**src/hw/rtl/ssi_pkg.sv**
```systemverilog
// ----------------------------------------------------------------------------
// ssi_pkg - shared constants for the segment intersection block
// Field width of the ports, default coordinate width and queue depth.
// ----------------------------------------------------------------------------
`timescale 1ns / 1ps

package ssi_pkg;

  localparam int FIELD_W        = 31;
  localparam int COORD_BITS_DEF = 31;
  localparam int QUEUE_DEPTH    = 2;

endpackage

```
**src/hw/rtl/ssi_queue.sv**
```systemverilog
// ----------------------------------------------------------------------------
// ssi_queue - short word queue between front and back
// Register FIFO that lets the two halves stall independently.
// ----------------------------------------------------------------------------
`timescale 1ns / 1ps

module ssi_queue import ssi_pkg::*; #(
  parameter int DATA_W = 8,
  parameter int DEPTH  = QUEUE_DEPTH
) (
  input  logic              clk,
  input  logic              rst,
  input  logic              push_valid,
  output logic              push_ready,
  input  logic [DATA_W-1:0] push_data,
  output logic              pop_valid,
  input  logic              pop_ready,
  output logic [DATA_W-1:0] pop_data
);

  localparam int PW = (DEPTH > 1) ? $clog2(DEPTH) : 1;
  localparam int CNTW = $clog2(DEPTH + 1);

  logic [DATA_W-1:0] slots [0:DEPTH-1];
  logic [PW-1:0]     wr_ptr;
  logic [PW-1:0]     rd_ptr;
  logic [CNTW-1:0]   count;
  logic              push;
  logic              pop;

  assign push_ready = (count != CNTW'(DEPTH));
  assign pop_valid  = (count != '0);
  assign pop_data   = slots[rd_ptr];
  assign push       = push_valid && push_ready;
  assign pop        = pop_valid && pop_ready;

  always_ff @(posedge clk) begin
    if (rst) begin
      wr_ptr <= '0;
      rd_ptr <= '0;
      count  <= '0;
    end else begin
      if (push) begin
        wr_ptr <= (wr_ptr == PW'(DEPTH - 1)) ? '0 : wr_ptr + 1'b1;
      end
      if (pop) begin
        rd_ptr <= (rd_ptr == PW'(DEPTH - 1)) ? '0 : rd_ptr + 1'b1;
      end
      if (push && !pop) begin
        count <= count + 1'b1;
      end else if (pop && !push) begin
        count <= count - 1'b1;
      end
    end
  end

  always_ff @(posedge clk) begin
    if (push) begin
      slots[wr_ptr] <= push_data;
    end
  end

endmodule

```
**config.mk**
```make
export PLATFORM = sky130hd
export DESIGN_NAME = ssi_queue
export DESIGN_NICKNAME = d
export VERILOG_FILES = /design/src/hw/rtl/ssi_pkg.sv /design/src/hw/rtl/ssi_queue.sv
export SDC_FILE = /design/constraint.sdc
export NUM_CORES = 1
export LEC_CHECK = 0
export ABC_AREA = 1
export BUFFER_PORTS_ARGS = -buffer_cell sky130_fd_sc_hd__buf_4
export CAP_MARGIN = 20
export CORE_MARGIN = 2
export CORE_UTILIZATION = 45
export CTS_CLUSTER_SIZE = 10
export DETAILED_ROUTE_END_ITERATION = 7
export PLACE_DENSITY_LB_ADDON = 0.15
export SYNTH_ARGS = -nofsm -noshare
export SYNTH_HDL_FRONTEND = slang
export SYNTH_SLANG_ARGS = --single-unit
```
**constraint.sdc**
```tcl
create_clock -name clk -period 1.7 [get_ports clk]
set_input_delay 0.17 -clock clk [delete_from_list [all_inputs] [get_ports clk]]
set_output_delay 0.17 -clock clk [all_outputs]
set_load 0.005 [all_outputs]
```
==> impl_metrics.csv <==
group,metric,value,unit
logic_synthesis,seq_area_frac_synth,70.3,%
floorplan,die_area,2190,µm²
logic_synthesis,yosys.area.top_type,"edfxtp_1",
detailed_routing,via_count,521,
detailed_routing,drc_errors,0,
clock_tree,cts_tree,"built",
logic_synthesis,synth_top_area_share,58.2,%
critical_path,worstSetupEndpointType,"primary output",
grt,grt_pass1_wl,1860,µm
floorplan,die_width,46.8,µm
detailed_routing,ant_nets,0,
grt,grt_use_total,13.7,%
clock_tree,post-cts-setup-buffers,0,
timing,rsz0062_at_grt,"false",
logic_synthesis,synthTopCellsByCount,"edfxtp_1 (16), mux2_2 (8), nand2_1 (7), nor2_1 (7), inv_1 (6)",
clock_tree,ctsHoldBuffers,0,
place,place.gp.congestion,0.787,
logic_synthesis,synth_area,826,µm²
grt,antenna_found_initial,0,
clock_tree,cts_buffers,3,
cells_and_area,diodes,0,
logic_synthesis,post-synth-top-count-cell,"edfxtp_1",
floorplan,core-area,1730,µm²
clock_tree,clk_latency,0.30,ns
cells_and_area,fillCellCount,152,
detailed_routing,firstDrtPassIters,4,
logic_synthesis,syn_avg_cell_area,13.3,µm²
critical_path,critical_path.max_fanout,8,
place,io_buffers,21,
timing,skew,0.00144,ns
cells_and_area,multiInputGateArea,209,µm²
grt,grt_pass1_vias,457,
clock_tree,clock-sinks,21,
cells_and_area,num-nets-final,104,
detailed_routing,routed_wl,1200,µm
floorplan,io-pin-count,22,
clock_tree,clk_path_buf_depth,2,
timing,setup_viol,0,
cells_and_area,design_area,1070,µm²
cells_and_area,synthToLayoutAreaGrowth,29.1,%
timing,slew-limit-headroom,75.4,%
power_and_ir_drop,p_leak,0.447,nW
clock_tree,cts_max_level,1,
logic_synthesis,syn_nets,75,
timing,tightest_slew,0.368,ns
logic_synthesis,synth_flop_cell,"edfxtp_1",
logic_synthesis,ys_types,17,
timing,hold_viol_final,0,
timing,min_period_over_period,90.6,%
place,dp_hpwl,901,µm
logic_synthesis,yosys_warnings,0,
timing,slew_viol_final,0,
grt,overflow,0,
floorplan,row_count,15,
cells_and_area,fin_util,61.7,%
logic_synthesis,ys_top_cells_by_area,"edfxtp_1 (58%), dfxtp_1 (12%), mux2_2 (11%)",
job,maxCapViolations,0,
logic_synthesis,ys_seq_elements,21,
critical_path,cp.arrival,1.37,ns
timing,setup_tns,0,ns
cells_and_area,drive_above_1_share,44.4,%
cells_and_area,seq_area,581,µm²
clock_tree,cts_resized,0,
timing,timing.fmax,649,MHz
floorplan,chipHeight,46.8,µm
power_and_ir_drop,irDropWorstVdd,0.859,mV
detailed_routing,wl_per_cell,10.4,µm
floorplan,start_util,47.8,%
clock_tree,clk_pin_slew,0.10,ns
power_and_ir_drop,powerDensity,1330,nW/µm²
logic_synthesis,synth_edf_count,16,
critical_path,start_kind,"register",
detailed_routing,drt_iter0_drc,8,
critical_path,cp.required,1.53,ns
clock_tree,cts-root-buf,"clkbuf_4",
outcome,run_status,"finished, final reports clean",
detailed_routing,routed_via_density,4.53,
worst_hold_path,hold_class,"input port to register",
logic_synthesis,synthArstFlopShare,0,%
place,placedInstanceArea,1040,µm²
logic_synthesis,syn_inst,62,
critical_path,crit_type,"register to primary output",
grt,grt_max_degree,12,
timing,fin_crit,1.54,ns
worst max-delay path: stages, from the launching register on:
cell     delay, ns
dfxtp_1       0.56
mux2_2        0.38
buf_4         0.13
layout by cell type, fill, tap and decap left out:
master,Yosys,routed
clkbuf_1,0,1
nand2_2,1,1
dfxtp_1,5,5
nand2_1,7,7
a21oi_1,2,2
nand3_1,2,2
ha_1,1,1
edfxtp_1,16,16
buf_4,0,25
inv_2,1,1
o21ai_0,1,1
inv_1,6,6
o21ai_1,1,1
clkinv_2,1,1
nand2_4,1,1
mux2_2,8,8
nand4_1,1,1
nor2_1,7,7
clkbuf_4,0,3
cell type report:
class                      instances  share of cell area [%]
inverter                           8                    2.93
multi-input combinational         32                    19.6
timing repair buffer              25                    17.6
clock buffer                       4                    2.46
sequential                        21                    54.5
tap                               25                    2.93
cells by family (layout without fill, tap and decap cells):
logic type / Yosys count / in the layout / synth area share, %
flip-flops: 21 / 21 / 70.3
AO/OA/AOI/OAI: 4 / 4 / 2.42
adder cells (fa/ha/maj): 1 / 1 / 1.51
multiplexers: 8 / 8 / 10.9
AND/OR/NAND/NOR: 19 / 19 / 10.5
buffers and inverters: 9 / 37 / 4.39
path summary, 6_finish.rpt:
check	start	endpoint	slack (ns)	cells past startpoint
setup / recovery	register	pop_data[3]	0.16	2
hold / removal	push_data[4]	slots[1][4]$_DFFE_PP_	0.05	1
setup reg to reg	count[0]$_SDFFE_PP0P_	count[1]$_SDFFE_PP0P_	0.30	9
hold reg to reg	count[0]$_SDFFE_PP0P_	count[0]$_SDFFE_PP0P_	0.49	1
layer usage:
layer  global-route usage (%)  wire length (µm)  vias up
met1                     15.0               488      234
met5                        0                 0        -
met4                     13.3                44        0
met2                     20.8               589       16
met3                     3.85                78        4
li1                         -                 -      267
power breakdown:
part           switching, mW  total [mW]  internal (mW)  leakage [nW]
clock                  0.139       0.231         0.0915        0.0150
sequential            0.0548       0.709          0.655         0.191
combinational          0.219       0.473          0.254         0.241
registers in the layout, summed over array words and instances, names as in the netlist, named ones only:
| signal | cells |
|---|---|
| wr_ptr | 1 |
| rd_ptr | 1 |
| slots | 16 |
| count | 2 |
stage by stage:
step	hold slack, ns	power, mW	worst slack [ns]	std cells
final	0.0466	1.41	0.160	115
after global routing	0.0294	1.52	0.0704	115
after CTS	0.0349	1.43	0.122	115
after detailed placement	0.358	1.20	0.336	111
after global placement	0.354	1.18	0.410	111
after floorplan	0.269	0.981	0.410	62
Power figures use the tool's default switching activity.
