==> src/hw/rtl/ssi_pkg.sv <==
// ----------------------------------------------------------------------------
// ssi_pkg - shared constants for the segment intersection block
// Field width of the ports, default coordinate width and queue depth.
// ----------------------------------------------------------------------------
`timescale 1ns / 1ps

package ssi_pkg;

  localparam int FIELD_W        = 31;
  localparam int COORD_BITS_DEF = 31;
  localparam int QUEUE_DEPTH    = 2;

endpackage

==> src/hw/rtl/ssi_in_if.sv <==
// ----------------------------------------------------------------------------
// ssi_in_if - segment pair channel
// Valid/ready channel carrying the endpoints of two segments.
// ----------------------------------------------------------------------------
`timescale 1ns / 1ps

interface ssi_in_if import ssi_pkg::*; ();

  logic                      valid;
  logic                      ready;
  logic signed [FIELD_W-1:0] first_start_x;
  logic signed [FIELD_W-1:0] first_start_y;
  logic signed [FIELD_W-1:0] first_end_x;
  logic signed [FIELD_W-1:0] first_end_y;
  logic signed [FIELD_W-1:0] second_start_x;
  logic signed [FIELD_W-1:0] second_start_y;
  logic signed [FIELD_W-1:0] second_end_x;
  logic signed [FIELD_W-1:0] second_end_y;

  modport source (
    output valid, first_start_x, first_start_y, first_end_x, first_end_y,
           second_start_x, second_start_y, second_end_x, second_end_y,
    input  ready
  );

  modport sink (
    input  valid, first_start_x, first_start_y, first_end_x, first_end_y,
           second_start_x, second_start_y, second_end_x, second_end_y,
    output ready
  );

endinterface

==> src/hw/rtl/ssi_front.sv <==
// ----------------------------------------------------------------------------
// ssi_front - accept and classify segment pairs
// Differences, cross products and the exact parameter range test.
// ----------------------------------------------------------------------------
`timescale 1ns / 1ps

module ssi_front import ssi_pkg::*; #(
  parameter int W  = COORD_BITS_DEF,
  parameter int DW = 8
) (
  input  logic          clk,
  input  logic          rst,
  ssi_in_if.sink        pair,
  output logic          q_valid,
  output logic [DW-1:0] q_data,
  input  logic          q_ready
);

  localparam int CW = 2 * W + 2;
  localparam int MW = CW - 1;

  logic v0, v1, v2, v3;
  logic en;

  logic signed [W-1:0] ax_i, ay_i, bx_i, by_i, cx_i, cy_i, ex_i, ey_i;

  logic signed [W:0]   s0_v1x, s0_v1y, s0_v2x, s0_v2y, s0_wx, s0_wy;
  logic signed [W-1:0] s0_ax, s0_ay;

  logic signed [CW-1:0] s1_da, s1_db, s1_naa, s1_nab, s1_nba, s1_nbb;
  logic signed [W:0]    s1_v1x, s1_v1y;
  logic signed [W-1:0]  s1_ax, s1_ay;

  logic signed [CW-1:0] s2_den, s2_na, s2_nb;
  logic signed [W:0]    s2_v1x, s2_v1y;
  logic signed [W-1:0]  s2_ax, s2_ay;

  logic signed [CW-1:0] den_abs, na_n, nb_n;
  logic signed [W:0]    v1x_abs, v1y_abs;
  logic                 hit_c;

  logic                s3_hit;
  logic [MW-1:0]       s3_dn, s3_na;
  logic [W-1:0]        s3_mx, s3_my;
  logic                s3_nx, s3_ny;
  logic signed [W-1:0] s3_ax, s3_ay;

  assign en         = !v3 || q_ready;
  assign pair.ready = en;

  assign ax_i = pair.first_start_x[W-1:0];
  assign ay_i = pair.first_start_y[W-1:0];
  assign bx_i = pair.first_end_x[W-1:0];
  assign by_i = pair.first_end_y[W-1:0];
  assign cx_i = pair.second_start_x[W-1:0];
  assign cy_i = pair.second_start_y[W-1:0];
  assign ex_i = pair.second_end_x[W-1:0];
  assign ey_i = pair.second_end_y[W-1:0];

  always_comb begin
    den_abs = s2_den[CW-1] ? -s2_den : s2_den;
    na_n    = s2_den[CW-1] ? -s2_na  : s2_na;
    nb_n    = s2_den[CW-1] ? -s2_nb  : s2_nb;
    v1x_abs = s2_v1x[W] ? -s2_v1x : s2_v1x;
    v1y_abs = s2_v1y[W] ? -s2_v1y : s2_v1y;
    hit_c   = (s2_den != '0) && !na_n[CW-1] && !nb_n[CW-1] &&
              (na_n <= den_abs) && (nb_n <= den_abs);
  end

  always_ff @(posedge clk) begin
    if (rst) begin
      v0 <= 1'b0;
      v1 <= 1'b0;
      v2 <= 1'b0;
      v3 <= 1'b0;
    end else if (en) begin
      v0 <= pair.valid;
      v1 <= v0;
      v2 <= v1;
      v3 <= v2;
    end
  end

  always_ff @(posedge clk) begin
    if (en) begin
      s0_v1x <= (W+1)'(bx_i) - (W+1)'(ax_i);
      s0_v1y <= (W+1)'(by_i) - (W+1)'(ay_i);
      s0_v2x <= (W+1)'(ex_i) - (W+1)'(cx_i);
      s0_v2y <= (W+1)'(ey_i) - (W+1)'(cy_i);
      s0_wx  <= (W+1)'(ax_i) - (W+1)'(cx_i);
      s0_wy  <= (W+1)'(ay_i) - (W+1)'(cy_i);
      s0_ax  <= ax_i;
      s0_ay  <= ay_i;

      s1_da  <= CW'(s0_v1x) * CW'(s0_v2y);
      s1_db  <= CW'(s0_v1y) * CW'(s0_v2x);
      s1_naa <= CW'(s0_v2x) * CW'(s0_wy);
      s1_nab <= CW'(s0_v2y) * CW'(s0_wx);
      s1_nba <= CW'(s0_v1x) * CW'(s0_wy);
      s1_nbb <= CW'(s0_v1y) * CW'(s0_wx);
      s1_v1x <= s0_v1x;
      s1_v1y <= s0_v1y;
      s1_ax  <= s0_ax;
      s1_ay  <= s0_ay;

      s2_den <= s1_da - s1_db;
      s2_na  <= s1_naa - s1_nab;
      s2_nb  <= s1_nba - s1_nbb;
      s2_v1x <= s1_v1x;
      s2_v1y <= s1_v1y;
      s2_ax  <= s1_ax;
      s2_ay  <= s1_ay;

      s3_hit <= hit_c;
      s3_dn  <= hit_c ? den_abs[MW-1:0] : '0;
      s3_na  <= hit_c ? na_n[MW-1:0] : '0;
      s3_mx  <= v1x_abs[W-1:0];
      s3_my  <= v1y_abs[W-1:0];
      s3_nx  <= s2_v1x[W];
      s3_ny  <= s2_v1y[W];
      s3_ax  <= s2_ax;
      s3_ay  <= s2_ay;
    end
  end

  assign q_valid = v3;
  assign q_data  = {s3_hit, s3_dn, s3_na, s3_mx, s3_my, s3_nx, s3_ny, s3_ax, s3_ay};

endmodule

==> src/flat_wrapper.sv <==
// flat-port wrapper written by rule: the top's interface ports become plain ports
module ssi_front_flat import ssi_pkg::*;
#(
  parameter int W  = COORD_BITS_DEF,
  parameter int DW = 8
)
  (clk, rst, q_valid, q_data, q_ready, pair_valid, pair_first_start_x, pair_first_start_y, pair_first_end_x, pair_first_end_y, pair_second_start_x, pair_second_start_y, pair_second_end_x, pair_second_end_y, pair_ready);
  ssi_in_if pair_i ();
  input  logic clk;
  input  logic rst;
  output logic q_valid;
  output logic [DW-1:0] q_data;
  input  logic q_ready;
  input wire logic [$bits(pair_i.valid)-1:0] pair_valid;
  input wire logic [$bits(pair_i.first_start_x)-1:0] pair_first_start_x;
  input wire logic [$bits(pair_i.first_start_y)-1:0] pair_first_start_y;
  input wire logic [$bits(pair_i.first_end_x)-1:0] pair_first_end_x;
  input wire logic [$bits(pair_i.first_end_y)-1:0] pair_first_end_y;
  input wire logic [$bits(pair_i.second_start_x)-1:0] pair_second_start_x;
  input wire logic [$bits(pair_i.second_start_y)-1:0] pair_second_start_y;
  input wire logic [$bits(pair_i.second_end_x)-1:0] pair_second_end_x;
  input wire logic [$bits(pair_i.second_end_y)-1:0] pair_second_end_y;
  output wire logic [$bits(pair_i.ready)-1:0] pair_ready;
  assign pair_i.valid = pair_valid;
  assign pair_i.first_start_x = pair_first_start_x;
  assign pair_i.first_start_y = pair_first_start_y;
  assign pair_i.first_end_x = pair_first_end_x;
  assign pair_i.first_end_y = pair_first_end_y;
  assign pair_i.second_start_x = pair_second_start_x;
  assign pair_i.second_start_y = pair_second_start_y;
  assign pair_i.second_end_x = pair_second_end_x;
  assign pair_i.second_end_y = pair_second_end_y;
  assign pair_ready = pair_i.ready;
  ssi_front #(.W(W), .DW(DW)) u_core (.clk(clk), .rst(rst), .pair(pair_i), .q_valid(q_valid), .q_data(q_data), .q_ready(q_ready));
endmodule
==> config.mk <==
export PLATFORM = sky130hd
export DESIGN_NAME = ssi_front_flat
export DESIGN_NICKNAME = d
export VERILOG_FILES = /design/src/hw/rtl/ssi_pkg.sv /design/src/hw/rtl/ssi_in_if.sv /design/src/hw/rtl/ssi_front.sv /design/src/flat_wrapper.sv
export SDC_FILE = /design/constraint.sdc
export NUM_CORES = 1
export LEC_CHECK = 0
export ABC_AREA = 1
export BUFFER_PORTS_ARGS = -buffer_cell sky130_fd_sc_hd__buf_2
export CORE_AREA = 2 2 103 105
export DETAILED_ROUTE_END_ITERATION = 12
export DIE_AREA = 0 0 105 107
export GPL_ROUTABILITY_DRIVEN = 0
export HOLD_SLACK_MARGIN = 0.15
export PLACE_DENSITY = 0.51
export SLEW_MARGIN = 20
export SYNTH_ARGS = -nofsm -noshare
export SYNTH_HDL_FRONTEND = slang
export SYNTH_SLANG_ARGS = --single-unit
==> constraint.sdc <==
create_clock -name clk -period 1.9 [get_ports clk]
set_input_delay 0 -clock clk [delete_from_list [all_inputs] [get_ports clk]]
set_output_delay 0 -clock clk [all_outputs]
set_load 0.05 [all_outputs]
==> results of run 1 <==
==> cells in the final DEF, fill, tap and decap left out, drive strengths merged <==
master	n
nand3	3
nor2	7
inv	6
dfxtp	4
buf	22
a21oi	1
nand2	4
bufinv	1
clkinv	2
clkbuf	5
edfxtp	32
dlygate4sd3	12
==> power by group <==
part,switching (mW),total [mW],internal [mW]
Sequential,0.0172,0.940,0.923
Combinational,0.0864,0.127,0.0404
Clock,0.261,0.643,0.382
Total,0.364,1.71,1.35
==> repair_timing <==
item	CTS	global route
hold buffers	12	0
hold endpoints to repair	12	0
setup buffers	0	0
==> metrics by stage <==
stage | power [mW] | utilization
2_1_floorplan | 1.027 | -
3_3_place_gp | 1.064 | 0.1400
3_5_place_dp | 1.066 | 0.1400
4_1_cts | 1.735 | 0.1624
5_1_grt | 1.774 | 0.1624
6_report | 1.710 | 0.1624
==> synth_stat cells (all sizes together) <==
cell / count
a21oi: 1
inv: 6
edfxtp: 32
nand2: 4
nor2: 7
dfxtp: 4
nand3: 3
==> layout make-up <==
class | count | area, um^2 | share of cell area
inverters | 6 | 22.52 | 0.01374
clock inverters | 3 | 37.54 | 0.02290
repair buffers | 34 | 232.7 | 0.1420
clock buffers | 5 | 68.82 | 0.04198
flip-flops and latches | 36 | 1041 | 0.6351
multi-input cells | 15 | 66.31 | 0.04046
well taps | 136 | 170.2 | 0.1038
==> state kept, by name, summed over array words and instances (netlist names) <==
| signal | cells |
|---|---|
| u_core.s0_ay | 8 |
| u_core.s1_ay | 8 |
| u_core.s2_ay | 8 |
| u_core.s3_ay | 8 |
| u_core.q_valid | 1 |
| u_core.v0 | 1 |
| u_core.v1 | 1 |
| u_core.v2 | 1 |
==> worst max-delay path, stage by stage <==
cell           delay, ps
dlygate4sd3_1        530
buf_2                120
inv_1                 80
nand2_2               60
buf_4                360
buf_2                350
==> cell families (layout without fill, tap and decap cells) <==
kind of cell           count (synthesis)  in the layout
buffers and inverters                  6             48
AOI/OAI and AO/OA                      1              1
DFF                                   36             36
and+or+nand+nor                       14             14
==> per-layer routing <==
layer / up-vias / track usage
met2: 23 / 0.04174
met4: 0 / 0.02286
li1: 283 / -
met3: 6 / 0.02310
met1: 260 / 0.04059
met5: - / 0
==> path summary, 6_finish.rpt <==
path,depth (start not counted),start,to
setup / recovery,6,q_ready,pair_ready
setup reg to reg,5,u_core.q_valid,u_core.v0
hold / removal,0,u_core.s1_ay[0],u_core.s2_ay[0]
hold reg to reg,0,u_core.s1_ay[0],u_core.s2_ay[0]
==> impl_metrics.env, run 1 <==
export IMPL_drc_errors=0
export IMPL_synth_fa_ha_area_frac=0
export IMPL_drtAntennaViolNets=0
export IMPL_pre_cts_ws_ps=694.7
export IMPL_cts_buffers=5
export IMPL_fmax_mhz=662.3
export IMPL_rows=37
export IMPL_grtUsageTotal=0.03367
export IMPL_synth_seq_area_share=0.9234
export IMPL_critPathKind="input pin to output pin"
export IMPL_dp_hpwl_um=1026
export IMPL_synth_mux_area_fraction=0
export IMPL_fin_tns_setup_ps=0
export IMPL_clk_pin_slew_ps=70
export IMPL_drv_slew=0
export IMPL_overflow=0
export IMPL_synth_compound_area_frac=0.004440
export IMPL_cts_tree="built"
export IMPL_fin_area_um2=1639
export IMPL_top_layer="met4"
export IMPL_root_buffer="clkbuf_8"
export IMPL_ir_worst_vdd_mv=0.3885
export IMPL_place_area_um2=1413
export IMPL_crit_arrival_ps=1510
export IMPL_htree_levels=2
export IMPL_avgSynthCellArea_um2=19.78
export IMPL_firstDrtPassIters=4
export IMPL_n_fill_cell=1140
export IMPL_die_y_um=107
export IMPL_drive_gt1_frac=0.3131
export IMPL_coreArea_um2=10090
export IMPL_hold_violations=0
export IMPL_slew_headroom=0.7219
export IMPL_nets=350
export IMPL_synthCells=57
export IMPL_dr_wl_met2_um=720
export IMPL_status="finished, final reports clean"
export IMPL_wire_per_inst_um=7.579
export IMPL_cp_data_required_time_ps=1900
export IMPL_syn_cell_area_um2=1127
export IMPL_clkLatencyLatePin_ps=280
export IMPL_hold_class="flip-flop to flip-flop"
export IMPL_regToRegSetupSlack_ps=530
export IMPL_antenna_found_initial=0
export IMPL_fin_skew_ps=4.450
export IMPL_whs_ps=422.2
export IMPL_power_density_nw_per_um2=1043
export IMPL_grt_max_degree=35
export IMPL_setup_viol=0
export IMPL_cts_buffer_depth=2
export IMPL_met3_length_um=175
export IMPL_yosysTopAreaCell="edfxtp_1"
export IMPL_initial_core_util=0.1117
export IMPL_synth_simple_gate_area_frac=0.05216
export IMPL_drt_total_wl_um=1781
export IMPL_io_pins=262
export IMPL_syn_num_nets=309
export IMPL_synth_seq_cells=36
export IMPL_crit_path_max_fanout=34
export IMPL_cp_start_kind="input pin"
export IMPL_wl_met1_um=835
export IMPL_num_vias=572
export IMPL_synth_top_family_by_area="simple AND/OR/NAND/NOR gates"
export IMPL_period_share=0.7947
export IMPL_endpoint_kind="output pin"
export IMPL_num_antenna_cells=0
export IMPL_drt_initial_drc_count=21
export IMPL_netlist_top_cells_area="edfxtp_1 (85%), dfxtp_1 (7.1%), nor2_1 (2.0%), inv_1 (1.7%), nand3_1 (1.3%)"
export IMPL_min_period_ps=1510
export IMPL_die_w_um=105
export IMPL_cap_violations=0
export IMPL_yosysWarnings=0
export IMPL_rsz0062_at_grt="no"
export IMPL_yosys_area_share_xor_xnor=0
export IMPL_yosysUniqueCellTypes=9
export IMPL_via_per_inst=2.434
export IMPL_io_buffers=21
export IMPL_power_leakage_nw=0.6039
export IMPL_grt_pass1_vias=536
export IMPL_syn_to_final_growth_pct=45.39
export IMPL_fp_dieArea_um2=11240
export IMPL_ctsResizeCount=0
export IMPL_fin_cells=235
export IMPL_dp_cells=215
export IMPL_synth_top_area_share=0.8524
export IMPL_tightest_slew_ps=417.2
export IMPL_fin_ws_ps=390.1
export IMPL_cts_sinks=36
export IMPL_grt_pass1_wl_um=2725
Power figures use the tool's default switching activity.
==> run 2, diff against run 1 <==
- ABC_AREA: 1 -> 0
- CORE_AREA: 2 2 103 105 -> 2 2 102 104
- DIE_AREA: 0 0 105 107 -> 0 0 104 106
- PLACE_DENSITY: 0.51 -> 0.53
- clock period: 1.9 -> 1.24 ns (I/O delays scaled with it)
==> run 2 against run 1 <==
  * Global-route usage down 0.17 points
  * Combinational power is 28% higher
  * Critical path type is now flip-flop to output pin
  * Sequential share of layout area rose by 0.88 points
  * Clock-buffer cell count unchanged
  * Via count down 7.7%
  * Sequential power increased by 51%
  * Power up 37%
  * Flip-flop and latch count stayed put
  * Register-to-register slack lost 180 ps
  * Synthesized cell count decreased by 18%
==> impl_metrics.env, run 2 <==
export IMPL_endpoint_kind="output pin"
export IMPL_num_antenna_cells=0
export IMPL_yosysTopAreaCell="edfxtp_1"
export IMPL_hold_violations=0
export IMPL_num_vias=528
export IMPL_critPathBufInv=2
export IMPL_fin_skew_ps=3.616
export IMPL_hold_class="input pin to flip-flop"
export IMPL_io_buffers=21
export IMPL_ir_worst_vdd_mv=0.7959
export IMPL_synth_seq_cells=36
export IMPL_io_pins=262
export IMPL_overflow=0
export IMPL_slew_headroom=0.8243
export IMPL_cts_buffers=5
export IMPL_cap_violations=0
export IMPL_pre_cts_ws_ps=348.3
export IMPL_initial_core_util=0.1130
export IMPL_fin_tns_setup_ps=0
export IMPL_critical_path_top_delay_family="buffers and inverters"
export IMPL_cts_sinks=36
export IMPL_post_cts_buffers=0
export IMPL_critPathKind="flip-flop to output pin"
export IMPL_cp_data_required_time_ps=1240
export IMPL_crit_path_max_fanout=21
export IMPL_clkLatencyLatePin_ps=280
export IMPL_r2r_start="u_core.q_valid"
export IMPL_antenna_found_initial=0
export IMPL_syn_to_final_growth_pct=43.08
export IMPL_coreArea_um2=10000
export IMPL_drc_errors=0
export IMPL_drt_initial_drc_count=14
export IMPL_rows=37
export IMPL_synth_seq_area_share=0.9214
export IMPL_cts_buffer_depth=2
export IMPL_drtAntennaViolNets=0
export IMPL_finalPower_mw=2.338
export IMPL_drv_slew=0
export IMPL_yosysUniqueCellTypes=8
export IMPL_syn_cell_area_um2=1130
export IMPL_critPathMaxStageDelay_ps=340
export IMPL_syn_num_nets=299
export IMPL_die_w_um=104
export IMPL_wire_per_inst_um=7.161
export IMPL_power_density_nw_per_um2=1446
export IMPL_cpMaxStageDelayCell="dfxtp_1"
export IMPL_avgSynthCellArea_um2=24.04
export IMPL_layout_commonest_cell="edfxtp_1"
export IMPL_power_leakage_nw=0.6061
export IMPL_synth_flop_cell="edfxtp_1"
export IMPL_via_per_inst=2.368
export IMPL_cts_tree="built"
export IMPL_synth_edf_count=32
export IMPL_crit_arrival_ps=1150
export IMPL_firstDrtPassIters=2
export IMPL_combPwrFrac=0.069
export IMPL_fmax_mhz=866.3
export IMPL_tightest_slew_ps=265.3
export IMPL_cp_start_kind="flip-flop"
export IMPL_postLayoutCoreUtil=0.1617
export IMPL_grt_pass1_wl_um=2670
export IMPL_crit_start="u_core.q_valid"
export IMPL_seqPwrFrac=0.608
export IMPL_fin_ws_ps=85.66
export IMPL_yosysMostFrequentCell="edfxtp_1"
export IMPL_die_y_um=106
export IMPL_synth_top_area_share=0.8505
export IMPL_power_internal_mw=1.837
export IMPL_clock_power_share=0.323
export IMPL_switchingPower_uw=501.2
export IMPL_cp_cell_sequence="nand2b_4 > buf_12 > buf_2"
export IMPL_holdCritStartpoint="q_ready"
export IMPL_synthCells=47
export IMPL_nets=338
export IMPL_drive_gt1_frac=0.3563
export IMPL_drt_total_wl_um=1597
export IMPL_async_flop_share=0
export IMPL_grt_pass1_vias=568
export IMPL_yosysWarnings=0
export IMPL_grt_max_degree=22
export IMPL_fp_dieArea_um2=11020
export IMPL_grtUsageTotal=0.03195
export IMPL_status="finished, final reports clean"
export IMPL_rsz0062_at_grt="no"
export IMPL_min_period_ps=1154
export IMPL_clk_pin_slew_ps=60
export IMPL_synth_commonest_cells="edfxtp_1 (32), dfxtp_1 (4), nand2b_1 (4), mux2i_1 (3)"
export IMPL_htree_levels=2
export IMPL_switching_share=0.2144
export IMPL_layout_common_cells="edfxtp_1 (32), buf_2 (21), dlygate4sd3_1 (10)"
export IMPL_period_share=0.9309
export IMPL_setup_viol=0
export IMPL_netlist_top_cells_area="edfxtp_1 (85%), dfxtp_1 (7.1%), mux2i_1 (2.7%), nand2b_1 (2.2%), nand2b_4 (1.2%)"
export IMPL_root_buffer="clkbuf_8"
-- run 2: cell types whose count changed in the layout (fill, tap and decap cells not counted), sizes merged --
cell and change:
nand2b +5, clkinv +1, buf +1, dlygate4sd3 -2, bufinv -1, mux2i +3
inv -5, nand3 -3, nand2 -4, nor2 -7
-- run 2: worst paths after layout --
check,endpoint,slack (ps),cells past startpoint
setup / recovery,pair_ready,90,3
hold / removal,u_core.q_valid,200,4
setup reg to reg,u_core.s3_ay[7],350,2
hold reg to reg,u_core.s2_ay[4],420,0
-- run 2: cells by family after synthesis --
logic type,after synthesis,share of synthesized area
simple gates,5,0.03432
flops,36,0.9214
compound gates,1,0.004425
mux,3,0.02658
buf+inv,2,0.01329
-- run 2: metal layers --
layer / part of all wire / wire [um] / global-route usage / vias to the layer above
li1: - / - / - / 254
met4: 0.011 / 17 / 0.01737 / 0
met5: 0 / 0 / 0 / -
met2: 0.45 / 711 / 0.04699 / 24
met1: 0.41 / 657 / 0.03342 / 248
met3: 0.13 / 210 / 0.02330 / 2
-- run 2: through the flow --
| stage | hold WS (ps) | cells | instance area [um^2] |
|---|---|---|---|
| final | 200.0 | 223 | 1617 |
| after global routing | 213.1 | 223 | 1617 |
| after CTS | 201.0 | 223 | 1617 |
| after detailed placement | 178.1 | 205 | 1434 |
| after global placement | 177.0 | 205 | 1434 |
| after floorplan | 69.07 | 47 | 1134 |
-- run 2: final cells by class --
type | instances | area [um^2]
timing repair buffer | 33 | 245.2
sequential | 36 | 1041
fill | 1127 | 8383
inverter | 1 | 3.754
clock inverter | 3 | 13.76
clock buffer | 5 | 68.82
multi-input combinational | 9 | 73.82
tap | 136 | 170.2
-- run 2: repair_timing --
item / 4_1_cts / 5_1_grt
endpoints found under the setup margin: 0 / 0
hold buffers: 10 / 0
hold endpoints to repair: 12 / 0
gates resized for setup: 0 / 0
-- run 2: power groups by stage --
stage          logic [mW]  registers (mW)  clock network (mW)
5_1_grt             0.172            1.43               0.838
3_5_place_dp        0.139            1.45                   0
6_report            0.162            1.42               0.756
3_3_place_gp        0.139            1.44                   0
2_1_floorplan      0.0170            1.52                   0
4_1_cts             0.163            1.42               0.791
-- run 2: worst register-to-register path, cell delays in order, from the launching register on --
cell and delay (ps):
dfxtp_1 340, nand2b_4 100, buf_12 170
==> run 3, diff against run 2 <==
- ABC_AREA: 0 -> 1
- CORE_AREA: 2 2 102 104 -> 2 2 101 103
- DIE_AREA: 0 0 104 106 -> 0 0 103 105
- PLACE_DENSITY: 0.53 -> 0.54
==> run 3 against run 2 <==
  * Register-to-register slack lost 30 ps
  * Die area decreased by 1.9%
  * Sequential share of layout area fell by 1.4 points
  * Sequential power hardly changed
  * Wire length up 15%
  * Combinational power grew 20%
  * Clock skew rose by 4.9 ps
  * Core utilization is 1.0 points higher
==> impl_metrics.env, run 3 (synthesis results as in run 1) <==
export IMPL_status="finished, final reports clean"
export IMPL_drt_total_wl_um=1844
export IMPL_fin_tns_setup_ps=0
export IMPL_cts_tree="built"
export IMPL_grt_pass1_wl_um=2787
export IMPL_n_fill_cell=1064
export IMPL_endpoint_kind="output pin"
export IMPL_via_per_inst=2.498
export IMPL_hold_class="input pin to flip-flop"
export IMPL_min_period_ps=1088
export IMPL_holdCritStartpoint="q_ready"
export IMPL_syn_to_final_growth_pct=47.06
export IMPL_crit_path_max_fanout=17
export IMPL_num_vias=577
export IMPL_wire_per_inst_um=7.983
export IMPL_dr_wl_met2_um=816
export IMPL_cpMaxStageDelayCell="dfxtp_4"
export IMPL_nets=349
export IMPL_critPathMaxStageDelay_ps=430
export IMPL_grtUsageTotal=0.03497
export IMPL_period_share=0.8772
export IMPL_dp_cells=211
export IMPL_layout_common_cells="edfxtp_1 (32), buf_2 (20), dlygate4sd3_1 (11)"
export IMPL_cts_sinks=36
export IMPL_firstDrtPassIters=2
export IMPL_r2r_end="u_core.s3_ay[7]"
export IMPL_fin_skew_ps=8.511
export IMPL_fmax_mhz=919.4
export IMPL_drv_slew=0
export IMPL_drc_errors=0
export IMPL_cts_buffer_depth=2
export IMPL_coreArea_um2=9639
export IMPL_io_pins=262
export IMPL_hold_violations=0
export IMPL_ir_worst_vdd_mv=0.6098
export IMPL_rsz0062_at_grt="no"
export IMPL_fin_cells=231
export IMPL_critPathBufInv=1
export IMPL_clk_pin_slew_ps=70
export IMPL_initial_core_util=0.1170
export IMPL_drive_gt1_frac=0.3469
export IMPL_antenna_found_initial=0
export IMPL_die_w_um=103
export IMPL_clkLatencyLatePin_ps=290
export IMPL_min_path_cells=5
export IMPL_wl_met1_um=836
export IMPL_met3_length_um=148
export IMPL_grt_pass1_vias=590
export IMPL_drt_initial_drc_count=18
export IMPL_tightest_slew_ps=377.9
export IMPL_crit_arrival_ps=1090
export IMPL_finalPower_mw=2.673
export IMPL_critical_path_top_delay_family="flip-flops"
export IMPL_power_density_nw_per_um2=1612
export IMPL_critPathKind="flip-flop to output pin"
export IMPL_overflow=0
export IMPL_cp_data_required_time_ps=1240
export IMPL_power_leakage_nw=0.6105
export IMPL_die_y_um=105
export IMPL_regToRegSetupSlack_ps=320
export IMPL_grt_max_degree=35
export IMPL_cp_cell_sequence="nand2_8 > buf_4"
export IMPL_rows=36
export IMPL_cap_violations=0
export IMPL_cp_start_kind="flip-flop"
export IMPL_setup_viol=0
export IMPL_dp_hpwl_um=977.7
export IMPL_drtAntennaViolNets=0
export IMPL_layout_commonest_cell="edfxtp_1"
export IMPL_slew_headroom=0.7478
export IMPL_root_buffer="clkbuf_8"
export IMPL_whs_ps=263.8
export IMPL_r2r_start="u_core.q_valid"
export IMPL_top_layer="met4"
export IMPL_postLayoutCoreUtil=0.1720
export IMPL_htree_levels=2
export IMPL_ff2ff_path_depth=1
export IMPL_num_antenna_cells=0
export IMPL_cts_buffers=5
export IMPL_worst_hold_path_endpoint="u_core.v1"
export IMPL_io_buffers=21
export IMPL_fp_dieArea_um2=10820
==> run 3: cell count changes in the layout (fill, tap and decap cells not counted), sizes merged, moves of 2 or more <==
cell	change
nor2	+7
inv	+6
nand2	+5
nand2b	-5
clkinv	-3
mux2i	-3
nand3	+3
buf	-2
==> run 3: stage by stage <==
| step | cell area (um^2) | setup slack [ps] |
|---|---|---|
| finish | 1658 | 152.3 |
| global route | 1658 | 84.61 |
| CTS | 1644 | 36.27 |
| detailed placement | 1408 | 157.7 |
| global placement | 1408 | 181.9 |
| floorplan | 1136 | 8.451 |
==> run 3: final cells by class <==
cell class	instances	area, um^2	share of cell area
well taps	133	166.4	0.1004
inverters	6	22.52	0.01358
multi-input cells	16	91.34	0.05509
clock inverters	3	46.29	0.02792
clock buffers	5	68.82	0.04151
flip-flops and latches	36	1045	0.6302
repair buffers	32	217.7	0.1313
==> run 3: timing repair <==
action | 4_1_cts | 5_1_grt
pin swaps | 0 | 1
setup buffers | 0 | 0
gates resized for setup | 2 | 1
endpoints found under the setup margin | 1 | 1
hold buffers | 11 | 0
endpoints found under the hold margin | 12 | 0
gates cloned | 0 | 1
==> run 3: routing by layer <==
metal	vias to the layer above	track usage
li1	286	-
met1	266	0.04066
met2	20	0.04777
met3	5	0.02274
met4	0	0.01974
met5	-	0
==> run 3: power breakdown <==
group,internal [mW],leakage (nW),switching (mW)
combinational,0.0600,0.184,0.135
sequential,1.41,0.371,0.0291
clock,0.605,0.0548,0.432
total,2.08,0.610,0.595
==> run 3: how the worst max path moves through the flow <==
stage | startpoint | slack [ps] | to | cells past startpoint
2_1_floorplan | u_core.q_valid | 8 | u_core.s0_ay[0] | 1
3_3_place_gp | u_core.q_valid | 180 | u_core.s0_ay[3] | 1
3_5_place_dp | u_core.q_valid | 160 | u_core.s0_ay[3] | 1
4_1_cts | u_core.q_valid | 40 | pair_ready | 2
5_1_grt | u_core.q_valid | 80 | pair_ready | 2
6_report | u_core.q_valid | 150 | pair_ready | 2
